**src/sv/dfs_pkg.sv**
```systemverilog
// Shared types and constants for the depth-first spanning forest block.
// Used by the controller, the datapath, the top level and the checker.
// Depends on nothing.
package dfs_pkg;

    localparam int MAX_VERTS = 16;
    localparam int VIDX_W    = $clog2(MAX_VERTS);
    localparam int DEPTH_W   = $clog2(MAX_VERTS + 1);
    localparam int VERT_W    = 5;
    localparam int CMD_W     = 2;

    localparam logic [CMD_W-1:0] CMD_CLEAR = 2'd0;
    localparam logic [CMD_W-1:0] CMD_ADD   = 2'd1;
    localparam logic [CMD_W-1:0] CMD_RUN   = 2'd2;

    localparam logic [VERT_W-1:0] VCOUNT_RESET = VERT_W'(MAX_VERTS);

    typedef enum logic [1:0] {
        ST_IDLE,
        ST_ROOT,
        ST_WALK,
        ST_EMIT
    } dfs_state_t;

    // Commands from the controller to the datapath.
    typedef struct packed {
        logic clear;
        logic add;
        logic run_start;
        logic root_step;
        logic walk_step;
        logic emit_load;
    } dfs_cmd_t;

    // Status from the datapath to the controller.
    typedef struct packed {
        logic root_done;
        logic root_visited;
        logic depth_zero;
        logic emit_done;
        logic out_free;
    } dfs_stat_t;

endpackage

```
**src/sv/dfs_spanning_forest.sv**
```systemverilog
// Clear and add-edge commands are accepted back to back.
// A run scans the row of each visited vertex's frame one index at a time and pops
// the frame once the index runs past the n vertices in use.
// Results then leave at one beat per cycle while m_ready is high, n beats per run.
// aresetn is synchronous, active low: it clears the adjacency matrix and visit marks,
// sets vertex_count to 16 and drops m_valid; no clearing pass is needed.
//
// Top level of the depth-first spanning forest block.
// Depends on dfs_pkg, dfs_ctrl and dfs_datapath.
module dfs_spanning_forest (
    input  logic                          aclk,
    input  logic                          aresetn,

    // Configuration write channel: the vertex_count register.
    input  logic                          cfg_valid,
    output logic                          cfg_ready,
    input  logic [dfs_pkg::VERT_W-1:0]    cfg_vertex_count,

    // Command channel.
    input  logic                          s_valid,
    output logic                          s_ready,
    input  logic [dfs_pkg::CMD_W-1:0]     s_cmd,
    input  logic [dfs_pkg::VERT_W-1:0]    s_end_a,
    input  logic [dfs_pkg::VERT_W-1:0]    s_end_b,

    // Result channel: one beat per vertex after a run.
    output logic                          m_valid,
    input  logic                          m_ready,
    output logic [dfs_pkg::VERT_W-1:0]    m_vertex,
    output logic [dfs_pkg::VERT_W-1:0]    m_parent_vertex,
    output logic                          m_last
);

    dfs_pkg::dfs_cmd_t  cmd;
    dfs_pkg::dfs_stat_t stat;

    // The register is only sampled when a run starts, so a write can always be taken;
    // the host must write it only while the block is idle; the block does not check.
    assign cfg_ready = 1'b1;

    // The controller accepts a command only in its idle state. A run walks
    // the roots in ascending order; every unvisited root opens a tree whose
    // frames live on the stack, and each walk cycle examines one neighbor
    // index of the top frame: a hit pushes the neighbor, running past the
    // last vertex pops the frame. After the walk the parent table is read
    // out in vertex order into the result register.
    dfs_ctrl u_ctrl (
        .aclk    (aclk),
        .aresetn (aresetn),
        .s_valid (s_valid),
        .s_cmd   (s_cmd),
        .s_ready (s_ready),
        .stat    (stat),
        .cmd     (cmd)
    );

    // The result register separates the two sides: a new command can be
    // taken while the final beat of a run still waits for m_ready, and
    // the emit step of a later run waits until the register is free.
    dfs_datapath u_datapath (
        .aclk             (aclk),
        .aresetn          (aresetn),
        .cmd              (cmd),
        .stat             (stat),
        .end_a            (s_end_a),
        .end_b            (s_end_b),
        .cfg_write        (cfg_valid && cfg_ready),
        .cfg_vertex_count (cfg_vertex_count),
        .out_valid        (m_valid),
        .out_ready        (m_ready),
        .out_vertex       (m_vertex),
        .out_parent       (m_parent_vertex),
        .out_last         (m_last)
    );

endmodule

```
**src/sv/dfs_ctrl.sv**
```systemverilog
// Controller state machine for the depth-first spanning forest block.
// Depends on dfs_pkg for the state type, command codes and control structs.
module dfs_ctrl (
    input  logic                         aclk,
    input  logic                         aresetn,
    input  logic                         s_valid,
    input  logic [dfs_pkg::CMD_W-1:0]    s_cmd,
    output logic                         s_ready,
    input  dfs_pkg::dfs_stat_t           stat,
    output dfs_pkg::dfs_cmd_t            cmd
);

    dfs_pkg::dfs_state_t state_reg;
    dfs_pkg::dfs_state_t state_next;

    always_ff @(posedge aclk) begin
        if (!aresetn) begin
            state_reg <= dfs_pkg::ST_IDLE;
        end else begin
            state_reg <= state_next;
        end
    end

    always_comb begin
        state_next = state_reg;
        case (state_reg)
            dfs_pkg::ST_IDLE: begin
                if (s_valid && (s_cmd == dfs_pkg::CMD_RUN)) begin
                    state_next = dfs_pkg::ST_ROOT;
                end
            end
            dfs_pkg::ST_ROOT: begin
                if (stat.root_done) begin
                    state_next = dfs_pkg::ST_EMIT;
                end else if (!stat.root_visited) begin
                    state_next = dfs_pkg::ST_WALK;
                end
            end
            dfs_pkg::ST_WALK: begin
                if (stat.depth_zero) begin
                    state_next = dfs_pkg::ST_ROOT;
                end
            end
            dfs_pkg::ST_EMIT: begin
                if (stat.emit_done) begin
                    state_next = dfs_pkg::ST_IDLE;
                end
            end
            default: begin
                state_next = dfs_pkg::ST_IDLE;
            end
        endcase
    end

    always_comb begin
        s_ready = 1'b0;
        cmd     = '0;
        case (state_reg)
            dfs_pkg::ST_IDLE: begin
                s_ready = 1'b1;
                if (s_valid) begin
                    case (s_cmd)
                        dfs_pkg::CMD_CLEAR: cmd.clear     = 1'b1;
                        dfs_pkg::CMD_ADD:   cmd.add       = 1'b1;
                        dfs_pkg::CMD_RUN:   cmd.run_start = 1'b1;
                        default:            cmd           = '0;
                    endcase
                end
            end
            dfs_pkg::ST_ROOT: begin
                cmd.root_step = !stat.root_done;
            end
            dfs_pkg::ST_WALK: begin
                cmd.walk_step = !stat.depth_zero;
            end
            dfs_pkg::ST_EMIT: begin
                cmd.emit_load = !stat.emit_done && stat.out_free;
            end
            default: begin
                cmd = '0;
            end
        endcase
    end

endmodule

```
**src/sv/dfs_datapath.sv**
```systemverilog
// Datapath of the depth-first spanning forest block: adjacency matrix, visit
// marks, parent table, walk stack, counters and the result register.
// Depends on dfs_pkg; driven by dfs_ctrl through dfs_cmd_t.
module dfs_datapath (
    input  logic                          aclk,
    input  logic                          aresetn,
    input  dfs_pkg::dfs_cmd_t             cmd,
    output dfs_pkg::dfs_stat_t            stat,
    input  logic [dfs_pkg::VERT_W-1:0]    end_a,
    input  logic [dfs_pkg::VERT_W-1:0]    end_b,
    input  logic                          cfg_write,
    input  logic [dfs_pkg::VERT_W-1:0]    cfg_vertex_count,
    output logic                          out_valid,
    input  logic                          out_ready,
    output logic [dfs_pkg::VERT_W-1:0]    out_vertex,
    output logic [dfs_pkg::VERT_W-1:0]    out_parent,
    output logic                          out_last
);

    localparam int NV = dfs_pkg::MAX_VERTS;
    localparam int VW = dfs_pkg::VERT_W;
    localparam int IW = dfs_pkg::VIDX_W;
    localparam int DW = dfs_pkg::DEPTH_W;
    localparam logic [VW-1:0] ONE_V = VW'(1);
    localparam logic [DW-1:0] ONE_D = DW'(1);

    // Control state, cleared by reset.
    logic [NV-1:0] adj_reg [NV];
    logic [NV-1:0] adj_next [NV];
    logic [NV-1:0] visited_reg, visited_next;
    logic [VW-1:0] vcount_reg, vcount_next;
    logic [VW-1:0] n_reg, n_next;
    logic [VW-1:0] root_reg, root_next;
    logic [VW-1:0] emit_reg, emit_next;
    logic [DW-1:0] depth_reg, depth_next;
    logic          out_valid_reg, out_valid_next;

    // Payload state, no reset.
    logic [VW-1:0] parent_reg [NV];
    logic [VW-1:0] parent_next [NV];
    logic [VW-1:0] stk_vert_reg [NV];
    logic [VW-1:0] stk_vert_next [NV];
    logic [VW-1:0] stk_next_reg [NV];
    logic [VW-1:0] stk_next_next [NV];
    logic [VW-1:0] out_vertex_reg, out_vertex_next;
    logic [VW-1:0] out_parent_reg, out_parent_next;
    logic          out_last_reg, out_last_next;

    logic          a_ok, b_ok;
    logic [IW-1:0] a_idx, b_idx;
    logic [IW-1:0] root_idx, emit_idx, top_idx, push_idx, u_idx, i_idx;
    logic [VW-1:0] a_m1, b_m1, root_m1, emit_m1, u_m1, i_m1;
    logic [DW-1:0] top_d;
    logic [VW-1:0] top_u, top_i;
    logic [NV-1:0] top_row;
    logic          i_in_range, hit;

    assign a_ok     = (end_a != '0) && (end_a <= VW'(NV));
    assign b_ok     = (end_b != '0) && (end_b <= VW'(NV));
    assign a_m1     = end_a - ONE_V;
    assign b_m1     = end_b - ONE_V;
    assign a_idx    = a_m1[IW-1:0];
    assign b_idx    = b_m1[IW-1:0];
    assign root_m1  = root_reg - ONE_V;
    assign root_idx = root_m1[IW-1:0];
    assign emit_m1  = emit_reg - ONE_V;
    assign emit_idx = emit_m1[IW-1:0];

    // Top frame of the walk stack and the adjacency row of its vertex.
    assign top_d      = depth_reg - ONE_D;
    assign top_idx    = top_d[IW-1:0];
    assign push_idx   = depth_reg[IW-1:0];
    assign top_u      = stk_vert_reg[top_idx];
    assign top_i      = stk_next_reg[top_idx];
    assign u_m1       = top_u - ONE_V;
    assign u_idx      = u_m1[IW-1:0];
    assign i_m1       = top_i - ONE_V;
    assign i_idx      = i_m1[IW-1:0];
    assign top_row    = adj_reg[u_idx];
    assign i_in_range = (top_i <= n_reg);
    assign hit        = i_in_range && top_row[i_idx] && !visited_reg[i_idx];

    always_comb begin
        adj_next        = adj_reg;
        visited_next    = visited_reg;
        vcount_next     = vcount_reg;
        n_next          = n_reg;
        root_next       = root_reg;
        emit_next       = emit_reg;
        depth_next      = depth_reg;
        parent_next     = parent_reg;
        stk_vert_next   = stk_vert_reg;
        stk_next_next   = stk_next_reg;
        out_vertex_next = out_vertex_reg;
        out_parent_next = out_parent_reg;
        out_last_next   = out_last_reg;
        out_valid_next  = out_valid_reg && !out_ready;

        if (cfg_write) begin
            vcount_next = cfg_vertex_count;
        end

        if (cmd.clear) begin
            for (int r = 0; r < NV; r++) begin
                adj_next[r] = '0;
            end
        end

        if (cmd.add && a_ok && b_ok) begin
            adj_next[a_idx][b_idx] = 1'b1;
            adj_next[b_idx][a_idx] = 1'b1;
        end

        if (cmd.run_start) begin
            n_next       = (vcount_reg > VW'(NV)) ? VW'(NV) : vcount_reg;
            visited_next = '0;
            root_next    = ONE_V;
            emit_next    = ONE_V;
            depth_next   = '0;
        end

        // A root that is still unvisited opens a new tree with a single frame.
        if (cmd.root_step) begin
            if (!visited_reg[root_idx]) begin
                visited_next[root_idx] = 1'b1;
                parent_next[root_idx]  = '0;
                stk_vert_next[0]       = root_reg;
                stk_next_next[0]       = ONE_V;
                depth_next             = ONE_D;
            end
            root_next = root_reg + ONE_V;
        end

        // One neighbor index of the top frame is examined per step.
        if (cmd.walk_step) begin
            if (!i_in_range) begin
                depth_next = depth_reg - ONE_D;
            end else begin
                stk_next_next[top_idx] = top_i + ONE_V;
                if (hit) begin
                    visited_next[i_idx] = 1'b1;
                    parent_next[i_idx]  = top_u;
                    if (depth_reg < DW'(NV)) begin
                        stk_vert_next[push_idx] = top_i;
                        stk_next_next[push_idx] = ONE_V;
                        depth_next              = depth_reg + ONE_D;
                    end
                end
            end
        end

        if (cmd.emit_load) begin
            out_vertex_next = emit_reg;
            out_parent_next = parent_reg[emit_idx];
            out_last_next   = (emit_reg == n_reg);
            out_valid_next  = 1'b1;
            emit_next       = emit_reg + ONE_V;
        end
    end

    always_ff @(posedge aclk) begin
        if (!aresetn) begin
            for (int r = 0; r < NV; r++) begin
                adj_reg[r] <= '0;
            end
            visited_reg   <= '0;
            vcount_reg    <= dfs_pkg::VCOUNT_RESET;
            n_reg         <= '0;
            root_reg      <= ONE_V;
            emit_reg      <= ONE_V;
            depth_reg     <= '0;
            out_valid_reg <= 1'b0;
        end else begin
            adj_reg       <= adj_next;
            visited_reg   <= visited_next;
            vcount_reg    <= vcount_next;
            n_reg         <= n_next;
            root_reg      <= root_next;
            emit_reg      <= emit_next;
            depth_reg     <= depth_next;
            out_valid_reg <= out_valid_next;
        end
    end

    always_ff @(posedge aclk) begin
        parent_reg     <= parent_next;
        stk_vert_reg   <= stk_vert_next;
        stk_next_reg   <= stk_next_next;
        out_vertex_reg <= out_vertex_next;
        out_parent_reg <= out_parent_next;
        out_last_reg   <= out_last_next;
    end

    assign stat.root_done    = (root_reg > n_reg);
    assign stat.root_visited = visited_reg[root_idx];
    assign stat.depth_zero   = (depth_reg == '0);
    assign stat.emit_done    = (emit_reg > n_reg);
    assign stat.out_free     = !out_valid_reg || out_ready;

    assign out_valid  = out_valid_reg;
    assign out_vertex = out_vertex_reg;
    assign out_parent = out_parent_reg;
    assign out_last   = out_last_reg;

endmodule

```
**config.mk**
```make
export PLATFORM = sky130hd
export DESIGN_NAME = dfs_spanning_forest
export DESIGN_NICKNAME = d
export VERILOG_FILES = /design/src/sv/dfs_pkg.sv /design/src/sv/dfs_spanning_forest.sv /design/src/sv/dfs_ctrl.sv /design/src/sv/dfs_datapath.sv
export SDC_FILE = /design/constraint.sdc
export NUM_CORES = 1
export LEC_CHECK = 0
export BUFFER_PORTS_ARGS = -buffer_cell sky130_fd_sc_hd__buf_2
export CAP_MARGIN = 0
export CORE_ASPECT_RATIO = 1.2
export CORE_UTILIZATION = 60
export DETAILED_ROUTE_END_ITERATION = 10
export PLACE_DENSITY = 0.76
export SYNTH_ARGS = -nofsm -noshare
export SYNTH_HDL_FRONTEND = slang
export SYNTH_SLANG_ARGS = --single-unit
```
**constraint.sdc**
```tcl
create_clock -name aclk -period 12.6 [get_ports aclk]
set_input_delay 1.89 -clock aclk [delete_from_list [all_inputs] [get_ports aclk]]
set_output_delay 1.89 -clock aclk [all_outputs]
set_load 0.005 [all_outputs]
```
==> impl_metrics.env <==
export IMPL_globalplace_congestion=1.004
export IMPL_postCtsHoldBufs=0
export IMPL_power_leakage_nw=10.34
export IMPL_antenna_cells=0
export IMPL_avgSynthCellArea_um2=9.953
export IMPL_critical_path_arrival_ns=10.37
export IMPL_yosysWarnings=0
export IMPL_power_density_nw_per_um2=220.6
export IMPL_skew_ns=0.02727
export IMPL_wl_per_cell_um=24.86
export IMPL_crit_path_start="u_datapath.depth_reg[0]$_SDFF_PN0_"
export IMPL_cts_root_buf="clkbuf_16"
export IMPL_dp_slack_ns=2.780
export IMPL_rsz0062_at_grt="no"
export IMPL_dr_pass1_iters=6
export IMPL_die_h_um=233.5
export IMPL_start_util_pct=61.01
export IMPL_grt_pass1_wl_um=121800
export IMPL_synth_area_leader_cell="dfxtp_1"
export IMPL_status="finished, final reports clean"
export IMPL_cts_tree="done"
export IMPL_hold_viol=0
export IMPL_num_rows=84
export IMPL_post_cts_resized=0
export IMPL_synth_edf_count=161
export IMPL_cp_start_kind="flip-flop"
export IMPL_ys_seq_elements=551
export IMPL_route_detailed_drc=0
export IMPL_num_io_pins=36
export IMPL_synth_distinct_cells=79
export IMPL_critical_path_slowest_cell="ha_1"
export IMPL_die_area_um2=45530
export IMPL_final_nets=2657
export IMPL_cts_htree_levels=2
export IMPL_fin_crit_sh_pct=80.37
export IMPL_synth_async_sr_flop_share_pct=0
export IMPL_clock_sinks=551
export IMPL_maxClockFrequency_ghz=0.09875
export IMPL_fillers=3371
export IMPL_cap_violations=0
export IMPL_worst_setup_path_type="reg -> reg"
export IMPL_slew_headroom_pct=6.106
export IMPL_die_width_um=194.9
export IMPL_grt_max_degree=177
export IMPL_clk_pin_slew_ns=0.06
export IMPL_core_um2=43930
export IMPL_cts_max_path_buffers=3
export IMPL_overflow=0
export IMPL_worstMarginPinSlew_ns=1.403
export IMPL_antenna_left=0
export IMPL_fin_setup_tns_ns=0
export IMPL_drt_vias_per_instance=6.810
export IMPL_r2r_setup_slack_ns=2.47
export IMPL_area_growth_syn_to_layout_pct=8.360
export IMPL_syn_area_um2=26800
export IMPL_fin_ws_ns=2.473
export IMPL_worst_setup_path_end_kind="flip-flop"
export IMPL_r2r_cells=18
export IMPL_grt_antenna_before_repair=0
export IMPL_drtIter0Drc=2446
export IMPL_yosys_top_cells_area="dfxtp_1, edfxtp_1, mux4_2"
export IMPL_wirelength_um=79680
export IMPL_synthesis_nets=2748
export IMPL_crit_chain="buf_4 -> inv_1 -> ha_2 -> buf_4 -> mux4_2 -> mux2i_1 -> mux2i_1 -> inv_1 -> ha_1 -> inv_1 -> buf_4 -> a2111oi_0 -> o21ai_0 -> nand4_1 -> nor4_1 -> nor2_4 -> nand2_4 -> nor4_1"
export IMPL_grt_pass1_vias=20910
export IMPL_cp_required_ns=12.84
export IMPL_stdcell_count=3205
export IMPL_final_max_slew_viol_count=0
export IMPL_clkLatencyLatePin_ns=0.62
export IMPL_synth_seq_area_share_pct=47.16
export IMPL_place_inst=3105
export IMPL_post_cts_buffers=0
export IMPL_ys_flop_type="dfxtp_1"
export IMPL_io_buffer_count=34
export IMPL_cts_made_buffers=54
export IMPL_synth_top_area_share_pct=29.13
export IMPL_worstPathMaxFanout=62
export IMPL_setup_violations=0
export IMPL_reg2reg_from="u_datapath.depth_reg[0]$_SDFF_PN0_"
export IMPL_track_usage_pct=34.81
export IMPL_ir_worst_vdd_mv=0.2032
export IMPL_period_needed_ns=10.13
export IMPL_critPathMaxStageDelay_ns=1.15
export IMPL_synth_cells=2693
export IMPL_num_vias=21830
export IMPL_post_dp_hpwl_um=52340
export IMPL_drive_gt1_share_pct=12.62
export IMPL_hp_class="reg -> reg"
[metal layers]
metal	share of wire, %	track usage (%)
met1	37	41.51
met2	48	58.72
met3	8.6	6.613
met4	6.3	20.72
met5	0	0
[Yosys cell counts, drive strengths merged, types with 4 or more instances]
cell	number
nand2	485
dfxtp	390
a21oi	327
mux2i	184
clkbuf	166
edfxtp	161
nor2	130
a22oi	119
mux4	99
o21ai	71
buf	58
nor3	58
a31oi	54
ha	33
o31a	33
nand3	29
inv	28
nand4	28
nand2b	24
o31ai	23
and3	16
nor4	16
mux2	12
nor2b	10
a41oi	9
or3	9
or4	8
xnor2	8
a32oi	7
nor3b	7
a22o	6
nand4b	6
o211ai	6
o21a	6
a2111oi	5
a221oi	5
xor2	5
a21o	4
a311oi	4
and2	4
o2111ai	4
or2	4
[power breakdown]
part	switching [mW]	leakage, nW	internal, mW
combinational	2.01	4.83	0.747
clock	0.711	0.938	1.02
sequential	0.0126	4.57	1.91
[cells in the final DEF, fill, tap and decap left out, types with 9 or more instances in the layout]
cell	synthesis	final
nand2_1	484	484
mux2i_1	183	183
nor4_1	15	12
nor3_1	58	51
o31a_1	33	33
inv_1	26	25
o21ai_0	69	69
ha_1	33	32
a22oi_1	119	119
nor2b_1	10	10
nor2_1	128	121
clkbuf_8	0	16
nand3_1	29	29
dfxtp_1	390	389
buf_4	13	43
edfxtp_1	161	161
mux2_2	12	12
nand4_4	12	12
clkbuf_16	0	55
nand4_1	16	16
buf_2	24	34
o31ai_1	21	21
a21oi_1	326	326
or3_1	9	9
a31oi_1	54	53
mux4_2	99	99
and3_1	16	15
nand2b_1	24	23
[worst max-delay path: cells and delay by family (launching register included)]
| family | cells | cell delay, ns |
|---|---|---|
| flip-flops | 1 | 0.31 |
| AO/OA/AOI/OAI | 2 | 1.15 |
| multiplexers | 3 | 0.96 |
| AND/OR/NAND/NOR | 5 | 2.89 |
| adder cells (fa/ha/maj) | 2 | 1.82 |
| buffers and inverters | 6 | 2.43 |
[stage by stage]
stage | util (%) | total power [mW] | cell area [µm²] | hold slack, ns
after floorplan | - | 3.982 | 26800 | 0.4199
after global placement | 61.76 | 4.601 | 27130 | 0.4321
after detailed placement | 61.76 | 4.648 | 27130 | 0.4440
after CTS | 66.11 | 6.356 | 29050 | 0.4548
after global routing | 66.11 | 6.611 | 29050 | 0.4636
final | 66.11 | 6.408 | 29050 | 0.4554
[kinds of logic after synthesis]
group / after synthesis / synth area share, %
compound gates: 705 / 16.34
xor+xnor: 13 / 0.4248
fa+ha+maj: 33 / 1.540
buf+inv: 253 / 4.145
flops: 551 / 47.16
mux: 295 / 15.74
other cells: 1 / 0.01399
simple gates: 842 / 14.63
[cell type report]
| class | instances | area, µm² | share of cell area [%] |
|---|---|---|---|
| repair buffers | 77 | 493.0 | 1.697 |
| clock inverters | 21 | 285.3 | 0.9822 |
| inverters | 29 | 118.9 | 0.4092 |
| clock buffers | 79 | 1627 | 5.600 |
| well taps | 559 | 699.4 | 2.408 |
| multi-input cells | 1889 | 13180 | 45.37 |
| flip-flops and latches | 551 | 12640 | 43.53 |
[worst min-delay path by stage]
| stage | startpoint | end | slack, ns | cells past startpoint |
|---|---|---|---|---|
| floorplan | u_datapath.stk_next_reg[76]$_DFF_P_ | u_datapath.stk_next_reg[76]$_DFF_P_ | 0.42 | 2 |
| global placement | u_datapath.stk_next_reg[77]$_DFF_P_ | u_datapath.stk_next_reg[77]$_DFF_P_ | 0.43 | 2 |
| detailed placement | u_datapath.stk_next_reg[78]$_DFF_P_ | u_datapath.stk_next_reg[78]$_DFF_P_ | 0.44 | 2 |
| CTS | u_datapath.adj_reg[41]$_SDFF_PN0_ | u_datapath.adj_reg[41]$_SDFF_PN0_ | 0.45 | 2 |
| global route | u_datapath.adj_reg[37]$_SDFF_PN0_ | u_datapath.adj_reg[37]$_SDFF_PN0_ | 0.46 | 2 |
| finish | u_datapath.adj_reg[216]$_SDFF_PN0_ | u_datapath.adj_reg[216]$_SDFF_PN0_ | 0.46 | 2 |
No activity file was read; power rests on OpenSTA's default activity.
